`src/hdl/iti_pkg.sv`:
```
// iti_pkg: types, codes and helper functions of the init-table interpreter
// used by the sequencer, the destination unit, the top level and the checker
package iti_pkg;

  // parse sequencer phases
  typedef enum logic [2:0] {
    PH_ACTION,
    PH_OFF8,
    PH_OFF24,
    PH_ALIGN,
    PH_DATA,
    PH_EMIT
  } phase_t;

  // ii field of the action byte
  typedef enum logic [1:0] {
    ACT_COPY,
    ACT_REPEAT,
    ACT_OFF8,
    ACT_OFF24
  } act_t;

  // ss field of the action byte
  typedef enum logic [1:0] {
    SZ_LONG,
    SZ_WORD,
    SZ_BYTE,
    SZ_QUAD
  } size_t;

  // write_size codes on the result channel
  localparam logic [1:0] OUT_BYTE = 2'd0;
  localparam logic [1:0] OUT_WORD = 2'd1;
  localparam logic [1:0] OUT_LONG = 2'd2;
  localparam logic [1:0] OUT_QUAD = 2'd3;

  // request to the shared destination adder: add, then clear low bits
  typedef struct packed {
    logic [3:0] addend;
    logic [2:0] clr_mask;
  } dest_op_t;

  typedef struct packed {
    logic [23:0] write_offset;
    logic [63:0] write_data;
    logic [1:0]  write_size;
    logic        last_of_run;
    logic        table_end;
  } result_t;

  function automatic logic [3:0] elem_bytes(input size_t s);
    case (s)
      SZ_LONG: elem_bytes = 4'd4;
      SZ_WORD: elem_bytes = 4'd2;
      SZ_BYTE: elem_bytes = 4'd1;
      SZ_QUAD: elem_bytes = 4'd8;
      default: elem_bytes = 4'd1;
    endcase
  endfunction

  function automatic logic [1:0] size_out(input size_t s);
    case (s)
      SZ_LONG: size_out = OUT_LONG;
      SZ_WORD: size_out = OUT_WORD;
      SZ_BYTE: size_out = OUT_BYTE;
      SZ_QUAD: size_out = OUT_QUAD;
      default: size_out = OUT_BYTE;
    endcase
  endfunction

endpackage

```
`src/hdl/iti_if.sv`:
```
// iti_if: valid/ready channel interfaces of the init-table interpreter
// table byte input channel and element write result channel; no dependencies
interface iti_in_if;
  logic       valid;
  logic       ready;
  logic [7:0] table_byte;

  modport source (output valid, output table_byte, input ready);
  modport sink (input valid, input table_byte, output ready);
endinterface

interface iti_out_if;
  logic        valid;
  logic        ready;
  logic [23:0] write_offset;
  logic [63:0] write_data;
  logic [1:0]  write_size;
  logic        last_of_run;
  logic        table_end;

  modport source (output valid, output write_offset, output write_data, output write_size,
                  output last_of_run, output table_end, input ready);
  modport sink (input valid, input write_offset, input write_data, input write_size,
                input last_of_run, input table_end, output ready);
endinterface

```
`src/hdl/iti_dest_unit.sv`:
```
// iti_dest_unit: shared destination adder, used for alignment round-up and
// for stepping the destination after each element write; uses iti_pkg
module iti_dest_unit #(
  parameter int DEST_OFFSET_BITS = 24
) (
  input  logic [DEST_OFFSET_BITS-1:0] base,
  input  iti_pkg::dest_op_t           op,
  output logic [DEST_OFFSET_BITS-1:0] sum
);

  logic [DEST_OFFSET_BITS-1:0] raw;

  // wraps modulo 2^DEST_OFFSET_BITS by width
  assign raw = base + DEST_OFFSET_BITS'(op.addend);
  assign sum = raw & ~(DEST_OFFSET_BITS'(op.clr_mask));

endmodule

```
`src/hdl/iti_seq.sv`:
```
// iti_seq: parse sequencer of the init-table interpreter; decodes action,
// offset, padding and data bytes and steps out element writes; uses iti_pkg
module iti_seq #(
  parameter int LONG_ALIGN       = 4,
  parameter int WORD_ALIGN       = 2,
  parameter int QUAD_ALIGN       = 8,
  parameter int DEST_OFFSET_BITS = 24
) (
  input  logic                        clk,
  input  logic                        rst_n,
  input  logic                        cfg_be,
  input  logic                        in_valid,
  input  logic [7:0]                  in_byte,
  output logic                        in_ready,
  output logic                        emit_valid,
  output iti_pkg::result_t            emit_res,
  input  logic                        emit_take,
  output logic [DEST_OFFSET_BITS-1:0] dest_base,
  output iti_pkg::dest_op_t           dest_op,
  input  logic [DEST_OFFSET_BITS-1:0] dest_sum
);

  localparam logic [2:0] LONG_M = 3'(LONG_ALIGN - 1);
  localparam logic [2:0] WORD_M = 3'(WORD_ALIGN - 1);
  localparam logic [2:0] QUAD_M = 3'(QUAD_ALIGN - 1);

  function automatic logic [2:0] align_m(input iti_pkg::size_t s);
    case (s)
      iti_pkg::SZ_LONG: align_m = LONG_M;
      iti_pkg::SZ_WORD: align_m = WORD_M;
      iti_pkg::SZ_BYTE: align_m = 3'd0;
      iti_pkg::SZ_QUAD: align_m = QUAD_M;
      default:          align_m = 3'd0;
    endcase
  endfunction

  iti_pkg::phase_t             phase_r, phase_nxt;
  iti_pkg::act_t               act_r, act_nxt;
  iti_pkg::size_t              size_r, size_nxt;
  logic [4:0]                  left_r, left_nxt;
  logic [2:0]                  pos_r, pos_nxt;
  logic [DEST_OFFSET_BITS-1:0] dest_r, dest_nxt;
  logic [23:0]                 offs_r, offs_nxt;
  logic [63:0]                 elem_r, elem_nxt;
  logic [2:0]                  bcnt_r, bcnt_nxt;
  logic                        end_r, end_nxt;

  iti_pkg::act_t               new_act;
  iti_pkg::size_t              new_size;
  logic [2:0]                  pos_inc;
  logic [2:0]                  bcnt_inc;
  logic [3:0]                  eb;
  logic                        fire;

  assign new_act   = iti_pkg::act_t'(in_byte[7:6]);
  assign new_size  = iti_pkg::size_t'(in_byte[5:4]);
  assign pos_inc   = pos_r + 3'd1;
  assign bcnt_inc  = bcnt_r + 3'd1;
  assign eb        = iti_pkg::elem_bytes(size_r);
  assign in_ready  = (phase_r != iti_pkg::PH_EMIT);
  assign fire      = in_valid && in_ready;
  assign dest_base = dest_r;

  always_ff @(posedge clk) begin
    if (!rst_n) begin
      phase_r <= iti_pkg::PH_ACTION;
      act_r   <= iti_pkg::ACT_COPY;
      size_r  <= iti_pkg::SZ_LONG;
      left_r  <= '0;
      pos_r   <= '0;
      dest_r  <= '0;
      bcnt_r  <= '0;
      end_r   <= 1'b0;
    end else begin
      phase_r <= phase_nxt;
      act_r   <= act_nxt;
      size_r  <= size_nxt;
      left_r  <= left_nxt;
      pos_r   <= pos_nxt;
      dest_r  <= dest_nxt;
      bcnt_r  <= bcnt_nxt;
      end_r   <= end_nxt;
    end
  end

  always_ff @(posedge clk) begin
    offs_r <= offs_nxt;
    elem_r <= elem_nxt;
  end

  always_comb begin
    phase_nxt  = phase_r;
    act_nxt    = act_r;
    size_nxt   = size_r;
    left_nxt   = left_r;
    pos_nxt    = pos_r;
    dest_nxt   = dest_r;
    offs_nxt   = offs_r;
    elem_nxt   = elem_r;
    bcnt_nxt   = bcnt_r;
    end_nxt    = end_r;
    dest_op    = '{addend: 4'd0, clr_mask: 3'd0};
    emit_valid = 1'b0;
    emit_res   = '0;

    case (phase_r)
      iti_pkg::PH_ACTION: begin
        // round-up request for copy and repeat actions
        dest_op = '{addend: {1'b0, align_m(new_size)}, clr_mask: align_m(new_size)};
        if (fire) begin
          if ((pos_r & WORD_M) != 3'd0) begin
            pos_nxt = pos_inc;
          end else if (in_byte == 8'd0) begin
            pos_nxt   = '0;
            dest_nxt  = '0;
            end_nxt   = 1'b1;
            phase_nxt = iti_pkg::PH_EMIT;
          end else begin
            act_nxt  = new_act;
            size_nxt = new_size;
            left_nxt = {1'b0, in_byte[3:0]} + 5'd1;
            pos_nxt  = pos_inc;
            case (new_act)
              iti_pkg::ACT_COPY, iti_pkg::ACT_REPEAT: begin
                dest_nxt  = dest_sum;
                bcnt_nxt  = '0;
                elem_nxt  = '0;
                phase_nxt = ((pos_inc & align_m(new_size)) == 3'd0) ?
                            iti_pkg::PH_DATA : iti_pkg::PH_ALIGN;
              end
              iti_pkg::ACT_OFF8: begin
                phase_nxt = iti_pkg::PH_OFF8;
              end
              default: begin
                phase_nxt = iti_pkg::PH_OFF24;
                offs_nxt  = '0;
                bcnt_nxt  = '0;
              end
            endcase
          end
        end
      end

      iti_pkg::PH_OFF8: begin
        if (fire) begin
          pos_nxt   = pos_inc;
          dest_nxt  = DEST_OFFSET_BITS'(in_byte);
          bcnt_nxt  = '0;
          elem_nxt  = '0;
          phase_nxt = ((pos_inc & align_m(size_r)) == 3'd0) ?
                      iti_pkg::PH_DATA : iti_pkg::PH_ALIGN;
        end
      end

      iti_pkg::PH_OFF24: begin
        if (fire) begin
          pos_nxt  = pos_inc;
          offs_nxt = cfg_be ? {offs_r[15:0], in_byte} :
                     (offs_r | (24'(in_byte) << {bcnt_r[1:0], 3'b000}));
          bcnt_nxt = bcnt_inc;
          if (bcnt_r == 3'd2) begin
            dest_nxt  = DEST_OFFSET_BITS'(offs_nxt);
            bcnt_nxt  = '0;
            elem_nxt  = '0;
            phase_nxt = ((pos_inc & align_m(size_r)) == 3'd0) ?
                        iti_pkg::PH_DATA : iti_pkg::PH_ALIGN;
          end
        end
      end

      iti_pkg::PH_ALIGN: begin
        if (fire) begin
          pos_nxt = pos_inc;
          if ((pos_inc & align_m(size_r)) == 3'd0) begin
            phase_nxt = iti_pkg::PH_DATA;
          end
        end
      end

      iti_pkg::PH_DATA: begin
        if (fire) begin
          pos_nxt                          = pos_inc;
          elem_nxt[{bcnt_r, 3'b000} +: 8]  = in_byte;
          bcnt_nxt                         = bcnt_inc;
          // a quad wraps the byte count back to zero
          if (bcnt_inc == eb[2:0]) begin
            phase_nxt = iti_pkg::PH_EMIT;
          end
        end
      end

      iti_pkg::PH_EMIT: begin
        emit_valid = 1'b1;
        dest_op    = '{addend: eb, clr_mask: 3'd0};
        if (end_r) begin
          emit_res.last_of_run = 1'b1;
          emit_res.table_end   = 1'b1;
        end else begin
          emit_res.write_offset = dest_r[23:0];
          emit_res.write_data   = elem_r;
          emit_res.write_size   = iti_pkg::size_out(size_r);
          emit_res.last_of_run  = (act_r != iti_pkg::ACT_REPEAT) || (left_r == 5'd1);
        end
        if (emit_take) begin
          if (end_r) begin
            end_nxt   = 1'b0;
            phase_nxt = iti_pkg::PH_ACTION;
          end else begin
            dest_nxt = dest_sum;
            left_nxt = left_r - 5'd1;
            if (emit_res.last_of_run) begin
              elem_nxt  = '0;
              bcnt_nxt  = '0;
              phase_nxt = (left_r == 5'd1) ? iti_pkg::PH_ACTION : iti_pkg::PH_DATA;
            end
          end
        end
      end

      default: begin
        phase_nxt = iti_pkg::PH_ACTION;
      end
    endcase
  end

endmodule

```
`src/hdl/init_table_interpreter.sv`:
```
// init_table_interpreter: top level; byte order register, parse sequencer,
// shared destination adder and the result output register
// depends on iti_pkg, iti_if, iti_seq and iti_dest_unit
//
// Usage: table bytes enter on in_ch (valid/ready, table_byte) in table order.
// Each copy or repeat element comes out on out_ch as one write transaction:
// write_offset from the destination base, write_data with byte k at offset+k,
// write_size, last_of_run on an element's last write, and table_end on the
// single result of a zero action byte (destination and position restart).
// Action, offset, padding and data bytes are taken one per cycle. The byte
// that completes an element then holds in_ch.ready low while the writes it
// causes go out: one for a copy, up to sixteen for a repeat, as the one
// destination adder steps the offset a write at a time. A result waits in
// the output register, so the next table byte is taken while it is pending;
// a stalled out_ch holds the write sequence and, through it, the input.
// Each write passes from the emit phase through the output register.
// cfg_wr_en/cfg_wr_data set the 24-bit offset byte order (1: most
// significant first); write it only while idle.
// Reset (rst_n low, synchronous) returns to expect an action byte at
// table position 0, destination 0, little-endian offsets, output empty.
module init_table_interpreter #(
  parameter int LONG_ALIGN       = 4,
  parameter int WORD_ALIGN       = 2,
  parameter int QUAD_ALIGN       = 8,
  parameter int DEST_OFFSET_BITS = 24
) (
  input  logic     clk,
  input  logic     rst_n,
  input  logic     cfg_wr_en,
  input  logic     cfg_wr_data,
  iti_in_if.sink   in_ch,
  iti_out_if.source out_ch
);

  logic                        cfg_be_r;
  logic                        out_valid_r;
  iti_pkg::result_t            out_res_r;
  logic                        emit_valid;
  iti_pkg::result_t            emit_res;
  logic                        emit_take;
  logic [DEST_OFFSET_BITS-1:0] dest_base;
  logic [DEST_OFFSET_BITS-1:0] dest_sum;
  iti_pkg::dest_op_t           dest_op;

  always_ff @(posedge clk) begin
    if (!rst_n) begin
      cfg_be_r <= 1'b0;
    end else if (cfg_wr_en) begin
      cfg_be_r <= cfg_wr_data;
    end
  end

  iti_seq #(
    .LONG_ALIGN       (LONG_ALIGN),
    .WORD_ALIGN       (WORD_ALIGN),
    .QUAD_ALIGN       (QUAD_ALIGN),
    .DEST_OFFSET_BITS (DEST_OFFSET_BITS)
  ) u_seq (
    .clk        (clk),
    .rst_n      (rst_n),
    .cfg_be     (cfg_be_r),
    .in_valid   (in_ch.valid),
    .in_byte    (in_ch.table_byte),
    .in_ready   (in_ch.ready),
    .emit_valid (emit_valid),
    .emit_res   (emit_res),
    .emit_take  (emit_take),
    .dest_base  (dest_base),
    .dest_op    (dest_op),
    .dest_sum   (dest_sum)
  );

  iti_dest_unit #(
    .DEST_OFFSET_BITS (DEST_OFFSET_BITS)
  ) u_dest (
    .base (dest_base),
    .op   (dest_op),
    .sum  (dest_sum)
  );

  // output register frees up in the cycle it is taken
  assign emit_take = !out_valid_r || out_ch.ready;

  always_ff @(posedge clk) begin
    if (!rst_n) begin
      out_valid_r <= 1'b0;
    end else if (emit_valid && emit_take) begin
      out_valid_r <= 1'b1;
    end else if (out_ch.ready) begin
      out_valid_r <= 1'b0;
    end
  end

  always_ff @(posedge clk) begin
    if (emit_valid && emit_take) begin
      out_res_r <= emit_res;
    end
  end

  assign out_ch.valid        = out_valid_r;
  assign out_ch.write_offset = out_res_r.write_offset;
  assign out_ch.write_data   = out_res_r.write_data;
  assign out_ch.write_size   = out_res_r.write_size;
  assign out_ch.last_of_run  = out_res_r.last_of_run;
  assign out_ch.table_end    = out_res_r.table_end;

endmodule

```
`src/flat_wrapper.sv`:
```
// flat-port wrapper written by rule: the top's interface ports become plain ports
module init_table_interpreter_flat 
#(
  parameter int LONG_ALIGN       = 4,
  parameter int WORD_ALIGN       = 2,
  parameter int QUAD_ALIGN       = 8,
  parameter int DEST_OFFSET_BITS = 24
)
  (clk, rst_n, cfg_wr_en, cfg_wr_data, in_ch_valid, in_ch_table_byte, in_ch_ready, out_ch_valid, out_ch_write_offset, out_ch_write_data, out_ch_write_size, out_ch_last_of_run, out_ch_table_end, out_ch_ready);
  iti_in_if in_ch_i ();
  iti_out_if out_ch_i ();
  input  logic clk;
  input  logic rst_n;
  input  logic cfg_wr_en;
  input  logic cfg_wr_data;
  input wire logic [$bits(in_ch_i.valid)-1:0] in_ch_valid;
  input wire logic [$bits(in_ch_i.table_byte)-1:0] in_ch_table_byte;
  output wire logic [$bits(in_ch_i.ready)-1:0] in_ch_ready;
  output wire logic [$bits(out_ch_i.valid)-1:0] out_ch_valid;
  output wire logic [$bits(out_ch_i.write_offset)-1:0] out_ch_write_offset;
  output wire logic [$bits(out_ch_i.write_data)-1:0] out_ch_write_data;
  output wire logic [$bits(out_ch_i.write_size)-1:0] out_ch_write_size;
  output wire logic [$bits(out_ch_i.last_of_run)-1:0] out_ch_last_of_run;
  output wire logic [$bits(out_ch_i.table_end)-1:0] out_ch_table_end;
  input wire logic [$bits(out_ch_i.ready)-1:0] out_ch_ready;
  assign in_ch_i.valid = in_ch_valid;
  assign in_ch_i.table_byte = in_ch_table_byte;
  assign in_ch_ready = in_ch_i.ready;
  assign out_ch_valid = out_ch_i.valid;
  assign out_ch_write_offset = out_ch_i.write_offset;
  assign out_ch_write_data = out_ch_i.write_data;
  assign out_ch_write_size = out_ch_i.write_size;
  assign out_ch_last_of_run = out_ch_i.last_of_run;
  assign out_ch_table_end = out_ch_i.table_end;
  assign out_ch_i.ready = out_ch_ready;
  init_table_interpreter #(.LONG_ALIGN(LONG_ALIGN), .WORD_ALIGN(WORD_ALIGN), .QUAD_ALIGN(QUAD_ALIGN), .DEST_OFFSET_BITS(DEST_OFFSET_BITS)) u_core (.clk(clk), .rst_n(rst_n), .cfg_wr_en(cfg_wr_en), .cfg_wr_data(cfg_wr_data), .in_ch(in_ch_i), .out_ch(out_ch_i));
endmodule
```
`config.mk`:
```
export PLATFORM = sky130hd
export DESIGN_NAME = init_table_interpreter_flat
export DESIGN_NICKNAME = d
export VERILOG_FILES = /design/src/hdl/iti_pkg.sv /design/src/hdl/iti_if.sv /design/src/hdl/iti_dest_unit.sv /design/src/hdl/iti_seq.sv /design/src/hdl/init_table_interpreter.sv /design/src/flat_wrapper.sv
export SDC_FILE = /design/constraint.sdc
export NUM_CORES = 1
export LEC_CHECK = 0
export ABC_AREA = 1
export BUFFER_PORTS_ARGS = -buffer_cell sky130_fd_sc_hd__buf_2
export CELL_PAD_IN_SITES_DETAIL_PLACEMENT = 0
export CELL_PAD_IN_SITES_GLOBAL_PLACEMENT = 2
export CORE_MARGIN = 2
export CORE_UTILIZATION = 37
export DETAILED_ROUTE_END_ITERATION = 12
export PLACE_DENSITY_LB_ADDON = 0.1
export SETUP_SLACK_MARGIN = 0.02
export SLEW_MARGIN = 10
export SYNTH_ARGS = -nofsm -noshare
export SYNTH_HDL_FRONTEND = slang
export SYNTH_SLANG_ARGS = --single-unit
```
`constraint.sdc`:
```
create_clock -name clk -period 7.8 [get_ports clk]
set_input_delay 1.56 -clock clk [delete_from_list [all_inputs] [get_ports clk]]
set_output_delay 1.56 -clock clk [all_outputs]
set_load 0.02 [all_outputs]
```
==> impl_metrics.ini, run 1 <==
[run_status]
status = finished, final reports clean

[synthesis]
yosys_warnings = 0
synth.distinct_cells = 37
ys_ff_latch = 225
synth_fp_nets = 1310
syn_area_mm2 = 0.0112
yosysSeqAreaShare_pct = 56.3
avgSynthCellArea_um2 = 8.80
synthCells = 1273

[layout]
area_growth_pct = 15.9
multi_input_area_mm2 = 0.00399
final_area_mm2 = 0.0130
final_cell_mix = nor2_1 (199), nand2_1 (184), edfxtp_1 (180), inv_1 (168), a21oi_1 (132)
fin_util_pct = 43.7
drive_gt1_share_pct = 13.7
fillers = 2976
seqCellArea_mm2 = 0.00631
nNetsFinal = 1396
final_common_cell = nor2_1
diodes = 0

[critical_path]
worstPathRequired_ps = 8260
cp.arrival_ps = 4360
cp-end-kind = flip-flop
path_class = input pin to flip-flop
crit_fanout = 10
critPathLaunchType = input pin

[floorplanning]
die_y_um = 178
die_w_um = 178
core_mm2 = 0.0297
io_pins = 108
row_count = 63
start_util_pct = 37.7
die_area_mm2 = 0.0317

[clock_network]
ctsRootBufferMaster = clkbuf_16
path_clk_slew_ps = 60
htreeDepth = 1
clk-insertion-delay-late_ps = 530
cts_hold_buffers = 0
cts_max_path_buffers = 3
cts_tree = done
clock_sink_count = 225
post_cts_resized = 0
post_cts_buffers = 0
numCtsBuffers = 27

[routing]
route.met3.wl_mm = 1.32
via_per_inst = 4.98
wl_per_cell_um = 17.5
met1_length_mm = 15.4
drtPass1Iterations = 7
drt.antenna.violating_nets = 0
drc = 0
wirelength_mm = 30.8
top_layer = met4
vias = 8808
met2_length_mm = 13.8
drt_iter0_drc = 737

[pwr]
ir_drop_mv = 0.159
leakage_nw = 5.52
power_density_mw_per_mm2 = 357

[timing]
setup_tns_ps = 0
slew_headroom_pct = 30.4
finClkSkew_ps = 19.0
finalCritPeriodShare_pct = 49.9
post-route-min-period_ps = 3890
drv_slew = 0
finalSetupViolations = 0
fin_worst_hold_slack_ps = 469
max_freq_mhz = 257
worstMarginPinSlew_ps = 1040
hold_viol = 0
worst_slack_ps = 3910
rsz0062_at_grt = no

[place]
portBuffers = 107
dpl_cell_area_mm2 = 0.0120
gp_congestion = 0.854
post-place-ws_ps = 3400
hpwl_mm = 21.1

[hold_path]
min_path_type = flip-flop to flip-flop

[run]
drv_cap = 0

[global_routing]
antenna_found_initial = 0
grt_max_degree = 70
grt_pass1_vias = 8240
grt_pass1_wl_mm = 48.1
overflow = 0
grtUsageTotal_pct = 19.6
## cells in the mapped netlist
cell,number,area (um^2)
a2111oi_0,1,8.76
a211oi_1,5,37.5
a21boi_0,2,15.0
a21oi_1,132,661
a21oi_2,3,26.3
a31oi_1,4,25.0
and2_1,1,6.26
buf_2,14,70.1
buf_4,1,7.51
buf_6,5,56.3
clkbuf_1,38,143
dfxtp_1,45,901
edfxtp_1,180,5410
fa_1,1,20.0
ha_1,22,275
inv_1,168,631
inv_2,7,26.3
nand2_1,184,691
nand2_2,6,37.5
nand2_4,1,11.3
nand3_1,72,360
nand3_4,1,17.5
nand3b_1,3,22.5
nand4_1,9,56.3
nor2_1,202,758
nor2_2,4,25.0
nor2_8,1,20.0
nor3_1,14,70.1
nor3_2,2,20.0
nor3b_1,1,7.51
nor4_2,1,12.5
o21ai_0,120,601
o21ai_1,5,25.0
o21bai_1,1,7.51
or2_2,3,18.8
xnor2_1,5,43.8
xor2_1,9,78.8
## critical path: stages
cell	delay, ps
buf_2	240
inv_1	190
ha_1	330
inv_1	110
nand2_1	90
o21ai_0	160
inv_1	110
fa_1	460
nor2_1	120
nor2_1	130
nor2_1	330
xor2_1	230
nand2_1	70
nand2_1	90
inv_1	40
a21oi_1	110
## registers in the layout, summed over array words and instances, names as in the netlist
| register | count |
|---|---|
| u_core.u_seq.dest_base | 24 |
| u_core.out_ch.table_end | 1 |
| u_core.u_seq.phase_r | 3 |
| u_core.out_ch.last_of_run | 1 |
| u_core.u_seq.act_r | 2 |
| u_core.u_seq.size_r | 2 |
| u_core.u_seq.left_r | 5 |
| u_core.u_seq.pos_r | 3 |
| u_core.u_seq.end_r | 1 |
| u_core.out_ch.write_size | 2 |
| u_core.u_seq.bcnt_r | 3 |
| u_core.out_ch.valid | 1 |
| u_core.out_ch.write_offset | 24 |
| u_core.u_seq.elem_r | 64 |
| u_core.u_seq.offs_r | 24 |
| u_core.out_ch.write_data | 64 |
| u_core.cfg_be_r | 1 |
## report_power, final
part / switching [mW] / total (mW) / internal [mW]
clock: 0.500 / 1.36 / 0.858
sequential: 0.170 / 1.86 / 1.69
combinational: 1.04 / 1.41 / 0.376
## through the flow
| step | total power, mW | std cells |
|---|---|---|
| 3_5_place_dp | 3.30 | 1720 |
| 5_1_grt | 4.94 | 1767 |
| 2_1_floorplan | 2.89 | 1273 |
| 3_3_place_gp | 3.31 | 1720 |
| 6_report | 4.63 | 1767 |
| 4_1_cts | 4.68 | 1767 |
## cells by family (layout without fill, tap and decap cells)
group                    Yosys count  after routing  synth area share [%]
XOR/XNOR                          14             14                  1.09
buffers and inverters            233            337                  8.34
flip-flops                       225            225                  56.3
AND/OR/NAND/NOR                  505            505                  19.1
AO/OA/AOI/OAI                    273            273                  12.6
adder cells (fa/ha/maj)           23             23                  2.64
## final cells by class
type                            instances  area share (%)
Clock buffer                           29            5.26
Clock inverter                         18            2.04
Tap cell                              390            3.76
Timing Repair Buffer                  115            4.59
Multi-Input combinational cell        815            30.7
Inverter                              175            5.06
Sequential cell                       225            48.6
## final timing paths
| check | startpoint | endpoint | slack, ps | depth (start not counted) |
|---|---|---|---|---|
| max | in_ch_table_byte[4] | u_core.u_seq.dest_base[6] | 3910 | 16 |
| min | u_core.u_seq.act_r[0] | u_core.u_seq.act_r[0] | 470 | 2 |
| max reg2reg | u_core.u_seq.bcnt_r[0] | u_core.u_seq.elem_r[15] | 4300 | 7 |
| min reg2reg | u_core.u_seq.act_r[0] | u_core.u_seq.act_r[0] | 470 | 2 |
## metal layers
metal | track usage (%) | vias up
met4 | 2.97 | 0
met3 | 2.45 | 25
li1 | - | 4403
met2 | 30.9 | 187
met1 | 29.2 | 4193
met5 | 0 | -
No activity file was read; power rests on OpenSTA's default activity.
==> inputs of run 2 (changes only) <==
--- a/config.mk
+++ b/config.mk
@@ -10,7 +10,7 @@
 export CELL_PAD_IN_SITES_DETAIL_PLACEMENT = 0
 export CELL_PAD_IN_SITES_GLOBAL_PLACEMENT = 2
 export CORE_MARGIN = 2
-export CORE_UTILIZATION = 37
+export CORE_UTILIZATION = 33
 export DETAILED_ROUTE_END_ITERATION = 12
 export PLACE_DENSITY_LB_ADDON = 0.1
 export SETUP_SLACK_MARGIN = 0.02
==> constraint.sdc (replaced) <==
create_clock -name clk -period 3.3 [get_ports clk]
set_input_delay 0.66 -clock clk [delete_from_list [all_inputs] [get_ports clk]]
set_output_delay 0.66 -clock clk [all_outputs]
set_load 0.02 [all_outputs]
==> run 2 against run 1 <==
Die area up 12%. Critical path depth unchanged. Global-route usage down 1.8 points. Clock skew down 7.8 ps. Flip-flop and latch count unchanged. Non-clock buffer count up 38. Design area up 3.0%. Sequential power up 130%. First-iteration DRC count down 30%. Total power up 140%. Final cell count up 5.5%. Wire length up 2.5%. Critical path type is now flip-flop to flip-flop. Critical endpoint is now u_core.u_seq.dest_base[22]. Largest power group unchanged. Highest routed layer unchanged.
==> impl_metrics.ini, run 2 (synthesized netlist as in run 1, its figures left out) <==
[timing]
finClkSkew_ps = 11.3
worst_slack_ps = 490
drv_slew = 0
setup_tns_ps = 0
finalCritPeriodShare_pct = 85.2
hold_viol = 0
post-route-min-period_ps = 2810
max_freq_mhz = 356
fin_worst_hold_slack_ps = 376
worstMarginPinSlew_ps = 967
slew_headroom_pct = 35.5
rsz0062_at_grt = no
finalSetupViolations = 0

[global_routing]
grtUsageTotal_pct = 17.8
grt_max_degree = 69
grt_pass1_vias = 8616
antenna_found_initial = 0
overflow = 0
grt_pass1_wl_mm = 49.7

[clock_network]
clk-insertion-delay-late_ps = 560
cts_hold_buffers = 0
cts_tree = done
numCtsBuffers = 27
clock_sink_count = 225
path_clk_slew_ps = 60
htreeDepth = 1
ctsRootBufferMaster = clkbuf_16
cts_max_path_buffers = 3
post_cts_resized = 0
post_cts_buffers = 0

[floorplanning]
die_y_um = 188
start_util_pct = 33.5
die_area_mm2 = 0.0354
die_w_um = 188
io_pins = 108
core_mm2 = 0.0334
row_count = 67

[pwr]
p_seq_share_pct = 39.3
power_density_mw_per_mm2 = 827
internal_power_mw = 6.94
leakage_nw = 5.70
power.share.clock_pct = 26.5
switching_share_pct = 37.3
ir_drop_mv = 0.421
p_comb_share_pct = 34.1
p_sw_mw = 4.12

[routing]
drt.antenna.violating_nets = 0
via_per_inst = 4.75
drtPass1Iterations = 5
vias = 8860
drc = 0
wl_per_cell_um = 16.9
wirelength_mm = 31.6
drt_iter0_drc = 516

[critical_path]
cp.arrival_ps = 3260
crit_fanout = 5
reg2reg_depth = 16
path_class = flip-flop to flip-flop
rr_endpoint = u_core.u_seq.dest_base[22]
cp-end-kind = flip-flop
r2r_start = u_core.u_seq.phase_r[0]
critPathLaunchType = flip-flop
startpoint = u_core.u_seq.phase_r[0]
worstPathRequired_ps = 3750
critPathCapture = u_core.u_seq.dest_base[22]
r2r_slack_ps = 490

[place]
hpwl_mm = 22.3
gp_congestion = 0.800
portBuffers = 107
post-place-ws_ps = 133

[layout]
nNetsFinal = 1434
diodes = 0
final_cell_mix = nor2_1 (199), nand2_1 (184), edfxtp_1 (180), inv_1 (168), a21oi_1 (132)
final_common_cell = nor2_1
drive_gt1_share_pct = 15.8
area_growth_pct = 19.4

[run_status]
status = finished, final reports clean

[run]
drv_cap = 0

[hold_path]
min_path_type = input pin to flip-flop
run 2: cell count changes in the layout (fill, tap and decap cells not counted):
| cell | previous run | this run |
|---|---|---|
| clkbuf_1 | 2 | 5 |
| clkinv_1 | 5 | 6 |
| clkinvlp_4 | 1 | 0 |
| inv_16 | 0 | 1 |
| buf_12 | 0 | 8 |
| clkinv_2 | 4 | 6 |
| a2111oi_2 | 1 | 0 |
| bufinv_16 | 7 | 3 |
| a2111oi_4 | 0 | 1 |
| buf_4 | 8 | 38 |
run 2: worst min path at each step:
stage / startpoint / endpoint / slack, ps / cells past startpoint
6_report: cfg_wr_data / u_core.cfg_be_r / 380 / 3
4_1_cts: cfg_wr_data / u_core.cfg_be_r / 350 / 3
3_3_place_gp: u_core.u_seq.act_r[0] / u_core.u_seq.act_r[0] / 440 / 2
3_5_place_dp: u_core.u_seq.act_r[0] / u_core.u_seq.act_r[0] / 450 / 2
5_1_grt: cfg_wr_data / u_core.cfg_be_r / 390 / 3
2_1_floorplan: u_core.u_seq.act_r[0] / u_core.u_seq.act_r[0] / 430 / 2
run 2: routing by layer:
layer  vias to the layer above  wire [um]  GRT usage [%]
met5                         -          0              0
met4                         0        678           4.33
met3                        41       1440           2.07
met2                       195      14100           28.6
met1                      4137      15400           25.6
li1                       4487          -              -
run 2: power by group through the flow:
| stage | Sequential, mW | Clock, mW | Combinational, mW |
|---|---|---|---|
| 5_1_grt | 4.43 | 3.11 | 4.26 |
| 6_report | 4.35 | 2.93 | 3.77 |
| 3_3_place_gp | 4.39 | 0 | 3.81 |
| 2_1_floorplan | 4.30 | 0 | 2.53 |
| 3_5_place_dp | 4.40 | 0 | 3.80 |
| 4_1_cts | 4.35 | 3.02 | 3.82 |
run 2: through the flow:
| step | total power [mW] | instances | instance area [um^2] | utilization (%) |
|---|---|---|---|---|
| global placement | 8.20 | 1816 | 12500 | 37.4 |
| detailed placement | 8.20 | 1816 | 12500 | 37.4 |
| floorplan | 6.82 | 1273 | 11200 | - |
| CTS | 11.2 | 1865 | 13400 | 40.0 |
| global route | 11.8 | 1865 | 13400 | 40.0 |
| finish | 11.1 | 1865 | 13400 | 40.0 |
run 2: final cells by class:
| class | instances | area [um^2] |
|---|---|---|
| inverters | 175 | 657 |
| multi-input cells | 815 | 4000 |
| well taps | 448 | 561 |
| repair buffers | 153 | 981 |
| clock buffers | 32 | 694 |
| clock inverters | 17 | 171 |
| flip-flops and latches | 225 | 6310 |
| fillers | 3534 | 20100 |
run 2: critical path, stage by stage, from the launching register on:
cell and delay (ps):
dfxtp_1 340, inv_2 120, nand2_2 120, nor2_2 160, inv_1 70, o21ai_0 150, ha_1 200, inv_1 60
fa_1 430, nor2_1 140, nor2_1 130, nor2_1 320, nand3_1 150, nand3_1 110, nand3_1 90, nand2_1 70
inv_1 40
